### config.mk
export PLATFORM = sky130hd
export DESIGN_NAME = atrl_ctrl
export DESIGN_NICKNAME = d
export VERILOG_FILES = /design/src/sv/atrl_pkg.sv /design/src/sv/atrl_ctrl.sv
export SDC_FILE = /design/constraint.sdc
export NUM_CORES = 1
export LEC_CHECK = 0
export BUFFER_PORTS_ARGS = -buffer_cell sky130_fd_sc_hd__buf_2
export CAP_MARGIN = 30
export CORE_MARGIN = 5
export CORE_UTILIZATION = 35
export DETAILED_ROUTE_END_ITERATION = 6
export GPL_ROUTABILITY_DRIVEN = 0
export PLACE_DENSITY_LB_ADDON = 0.08
export SLEW_MARGIN = 20
export SYNTH_ARGS = -nofsm -noshare
export SYNTH_HDL_FRONTEND = slang
export SYNTH_SLANG_ARGS = --single-unit
### constraint.sdc
create_clock -name clk -period 1.5 [get_ports clk]
set_input_delay 0.075 -clock clk [delete_from_list [all_inputs] [get_ports clk]]
set_output_delay 0.075 -clock clk [all_outputs]
set_load 0.01 [all_outputs]
### src/sv/atrl_pkg.sv
package atrl_pkg;

    localparam int OP_W      = 2;
    localparam int ID_W      = 8;
    localparam int PORT_TW   = 48;
    localparam int FACTOR_W  = 16;
    localparam int WEIGHT_W  = 9;
    localparam int CFG_AW    = 1;
    localparam int CFG_DW    = 16;
    localparam int S_DATA_W  = 56;
    localparam int M_DATA_W  = 96;
    localparam int M_USER_W  = 2;

    localparam logic [CFG_AW-1:0] CFG_SLOWDOWN = 1'b0;
    localparam logic [CFG_AW-1:0] CFG_WEIGHT   = 1'b1;

    localparam logic [FACTOR_W-1:0] SLOWDOWN_RESET = 16'd259;
    localparam logic [WEIGHT_W-1:0] WEIGHT_RESET   = 9'd128;
    localparam logic [WEIGHT_W-1:0] WEIGHT_ONE     = 9'd256;
    localparam logic [31:0]         AVG_RESET      = 32'd1000000;

    typedef enum logic [OP_W-1:0] {
        OP_SEND  = 2'd0,
        OP_ACK   = 2'd1,
        OP_DROP  = 2'd2,
        OP_QUERY = 2'd3
    } op_t;

    typedef struct packed {
        logic capture;
        logic do_send;
        logic set_error;
        logic rd_entry;
        logic latch_elapsed;
        logic mul;
        logic upd_ack;
        logic upd_drop;
        logic scan_init;
        logic scan_issue;
        logic mark;
        logic load_out;
    } cmd_t;

    typedef struct packed {
        op_t  op;
        logic known;
        logic scan_last;
        logic out_free;
    } stat_t;

endpackage

### src/sv/atrl_ctrl.sv
module atrl_ctrl (
    input  logic            clk,
    input  logic            rst_n,
    input  logic            s_tvalid,
    output logic            s_tready,
    input  atrl_pkg::stat_t stat,
    output atrl_pkg::cmd_t  cmd
);

    typedef enum logic [3:0] {
        S_IDLE,
        S_DECODE,
        S_ACK_WAIT,
        S_ACK_MUL,
        S_ACK_UPD,
        S_DROP_UPD,
        S_SCAN,
        S_SCAN_FLUSH,
        S_QUERY_END,
        S_FINISH
    } state_t;

    state_t state_reg;
    state_t state_next;

    always_ff @(posedge clk or negedge rst_n)
    begin
        if (!rst_n)
        begin
            state_reg <= S_IDLE;
        end
        else
        begin
            state_reg <= state_next;
        end
    end

    assign s_tready = (state_reg == S_IDLE);

    always_comb
    begin
        cmd        = '0;
        state_next = state_reg;
        unique case (state_reg)
            S_IDLE:
            begin
                if (s_tvalid)
                begin
                    cmd.capture = 1'b1;
                    state_next  = S_DECODE;
                end
            end
            S_DECODE:
            begin
                unique case (stat.op)
                    atrl_pkg::OP_SEND:
                    begin
                        cmd.do_send = 1'b1;
                        state_next  = S_FINISH;
                    end
                    atrl_pkg::OP_ACK:
                    begin
                        if (stat.known)
                        begin
                            cmd.rd_entry = 1'b1;
                            state_next   = S_ACK_WAIT;
                        end
                        else
                        begin
                            cmd.set_error = 1'b1;
                            state_next    = S_FINISH;
                        end
                    end
                    atrl_pkg::OP_DROP:
                    begin
                        if (stat.known)
                        begin
                            cmd.mul    = 1'b1;
                            state_next = S_DROP_UPD;
                        end
                        else
                        begin
                            cmd.set_error = 1'b1;
                            state_next    = S_FINISH;
                        end
                    end
                    atrl_pkg::OP_QUERY:
                    begin
                        cmd.scan_init = 1'b1;
                        state_next    = S_SCAN;
                    end
                    default:
                    begin
                        state_next = S_FINISH;
                    end
                endcase
            end
            S_ACK_WAIT:
            begin
                cmd.latch_elapsed = 1'b1;
                state_next        = S_ACK_MUL;
            end
            S_ACK_MUL:
            begin
                cmd.mul    = 1'b1;
                state_next = S_ACK_UPD;
            end
            S_ACK_UPD:
            begin
                cmd.upd_ack = 1'b1;
                state_next  = S_FINISH;
            end
            S_DROP_UPD:
            begin
                cmd.upd_drop = 1'b1;
                state_next   = S_FINISH;
            end
            S_SCAN:
            begin
                cmd.scan_issue = 1'b1;
                if (stat.scan_last)
                begin
                    state_next = S_SCAN_FLUSH;
                end
            end
            S_SCAN_FLUSH:
            begin
                state_next = S_QUERY_END;
            end
            S_QUERY_END:
            begin
                cmd.mark   = 1'b1;
                state_next = S_FINISH;
            end
            S_FINISH:
            begin
                if (stat.out_free)
                begin
                    cmd.load_out = 1'b1;
                    state_next   = S_IDLE;
                end
            end
            default:
            begin
                state_next = S_IDLE;
            end
        endcase
    end

endmodule

==> results.yml <==
outcome:
  status: "finished, final reports clean"
floorplan:
  num_rows: 13
  coreArea_mm2: 0.001285
  dieArea_mm2: 0.002168
  die_h_um: 46.57
  boundaryPins: 21
  start_util: 0.3642
  chipWidth_um: 46.57
layout:
  multiInputGateArea_um2: 346.6
  antenna_cells_inserted: 0
  register_area_um2: 101.3
  final_design_area_no_fill_um2: 659.4
  share_of_cells_above_drive_strength_1: 0.3864
  filler_cell_count: 135
  largest_register_ffs: 4
  non_filler_instances: 103
  num-nets-final: 103
  syn_to_final_growth_pct: 40.91
grt:
  grt_max_degree: 13
  first_global_vias: 492
  grt_pass1_wl_um: 2001
  globalRoute.totalOverflow: 0
  track_usage: 0.1292
  antenna_violations_before_repair: 0
logic_synthesis:
  async_flop_share: 1.000
  synth_fp_nets: 75
  yosys.cell_count.top_type: "nor3_1"
  synth_compound_gate_area_share: 0.2193
  synth_top_flop_cell: "dfrtp_1"
  synth_simple_gate_area_share: 0.3449
  ys_types: 27
  combinational_family_with_the_most_area_after_synthesis: "simple AND/OR/NAND/NOR gates"
  netlist.area_leader.share: 0.2139
  yosys.area_share.xor_xnor: 0.01872
  synth_area_um2: 467.9
  synth.avg_cell_area_um2: 7.548
  netlist.top_cell.by_area: "dfrtp_1"
  cells_after_synth: 62
  count_of_flip_flops_with_a_built_in_enable_after_synthesis: 0
  netlist_top_cells_area: "dfrtp_1 (21%), ha_1 (13%), nor3_1 (7.5%), nand2b_1 (6.7%), a21oi_1 (6.4%)"
  synth_adder_area_share: 0.1337
  yosys-mux-area-fraction: 0
  synth-warning-count: 0
  synthTopCellsByCount: "nor3_1 (7), a21oi_1 (6), nor2_1 (6), ha_1 (5), nand2b_1 (5)"
  synth-seq-area-share: 0.2139
  yosys_register_bits: 4
clock_network:
  numCtsBuffers: 3
  cts_max_level: 1
  worstSkewPairLatency_ns: 0.23
  max-clock-path-buffers: 2
  total_clock_sinks: 4
  tritoncts: "built"
  worst_setup_hold_path_clk_slew_ns: 0.04
  cts_root_buf: "clkbuf_4"
  cts_setup_buffers: 0
sta:
  rsz0062_at_grt: "true"
  period_share: 0.9499
  max_slew.worst_pin.slew_ns: 0.2813
  hold-worst-slack_ns: 0.07690
  layout_skew_ns: 0.002866
  final_report_hold_violation_count: 0
  final.min_clock_period_ns: 1.425
  number_of_max_slew_violations_in_the_final_report: 0
  fin_setup_tns_ns: 0
  maxClockFrequency_mhz: 701.8
  worst_slew_margin_rel: 0.8109
  final_setup_violation_count: 0
placement:
  hpwlAfterDp_um: 1003
  detailed_place.area_um2: 614.3
  port_buffers: 20
  numPlacedInstances: 99
detailed_routing:
  final_antenna_net_count: 0
  route.detailed.vias_per_inst: 5.146
  detailedRoute.firstIterationViolations: 9
  detail_route.wirelength_um: 1221
  vias: 530
  first_pass_iters: 4
  detail_route.drc_violations: 0
  wire_per_inst_um: 11.85
worst_setup_path:
  critPathArrivalTime_ns: 1.35
  rr_worst_depth: 3
  timing.rr.end: "state_reg[1]$_DFFE_PN0P_"
  cp-end-kind: "output port"
  required_ns: 1.42
  crit_path_category: "reg2out"
  worstSetupStartpoint: "state_reg[1]$_DFFE_PN0P_"
  crit-reg2reg-launch: "state_reg[2]$_DFFE_PN0P_"
  path_max_fanout: 5
  r2r_setup_slack_ns: 0.27
  critical_path.startpoint_type: "flop"
  worstSetupEndpoint: "cmd[9]"
power_and_ir_drop:
  vdd.ir_drop.worst_mv: 0.5216
  fin_total_pwr_mw: 1.043
  power.leakage_nw: 0.3504
  p_per_area_mw_per_mm2: 1582
worst_hold_path:
  min_path_type: "in2reg"
job:
  max_cap_viol_count: 0
[cells by family after synthesis]
logic type	count (synthesis)
compound gates	15
xor+xnor	1
fa+ha+maj	5
buf+inv	8
flops	4
simple gates	29
[placed cells by master, fill, tap and decap left out, types with 2 or more instances in the layout]
cell type,netlist,routed
nor2_1,6,6
buf_4,0,6
a21oi_1,6,6
clkbuf_4,0,3
and2_1,3,3
nand2b_1,5,5
inv_1,3,3
ha_1,5,5
dfrtp_1,4,3
buf_2,2,20
and3b_1,2,2
nor3_1,7,6
o21ai_0,2,2
[through the flow]
step           worst slack (ns)    util
5_1_grt                -0.01690  0.5131
4_1_cts                 0.03776  0.5073
6_report                0.07518  0.5131
2_1_floorplan            0.1820       -
3_3_place_gp             0.1810  0.4781
3_5_place_dp             0.1314  0.4781
[layout make-up]
type	count	share of cell area
multi-input combinational	50	0.5256
clock buffer	3	0.03416
sequential	4	0.1537
inverter	4	0.02277
tap	15	0.02846
timing repair buffer	27	0.2353
[repair_timing]
| item | CTS | global route |
|---|---|---|
| hold endpoints to repair | 4 | 0 |
| gates resized for setup | 1 | 2 |
| cloned | 0 | 0 |
| hold buffers | 1 | 0 |
| setup endpoints to repair | 4 | 4 |
[how the worst min path moves through the flow]
stage | start | end | depth (start not counted)
floorplan | rst_n | state_reg[0]$_DFFE_PN0P_ | 0
global placement | rst_n | state_reg[2]$_DFFE_PN0P_ | 1
detailed placement | rst_n | state_reg[2]$_DFFE_PN0P_ | 1
CTS | stat[0] | state_reg[0]$_DFFE_PN0P_ | 2
global route | stat[0] | state_reg[0]$_DFFE_PN0P_ | 2
finish | stat[0] | state_reg[0]$_DFFE_PN0P_ | 2
[critical path: stages (launching register included)]
cell      delay (ns)
dfrtp_1         0.42
nand2b_1        0.19
nor3_2          0.20
and3b_1         0.18
buf_2           0.12
[where the power goes]
part           switching (mW)  total [mW]  internal [mW]
combinational           0.365       0.684          0.319
clock                  0.0375       0.127         0.0890
sequential             0.0755       0.233          0.157
[metal layers]
layer  track usage  routed length (um)  vias to the layer above
met5             0                   0                        -
met2        0.2225                 622                       14
met1        0.1601                 514                      240
met3      0.003906                  84                        0
li1              -                   -                      276
met4       0.06818                   0                        0
No activity file was read; power rests on OpenSTA's default activity.
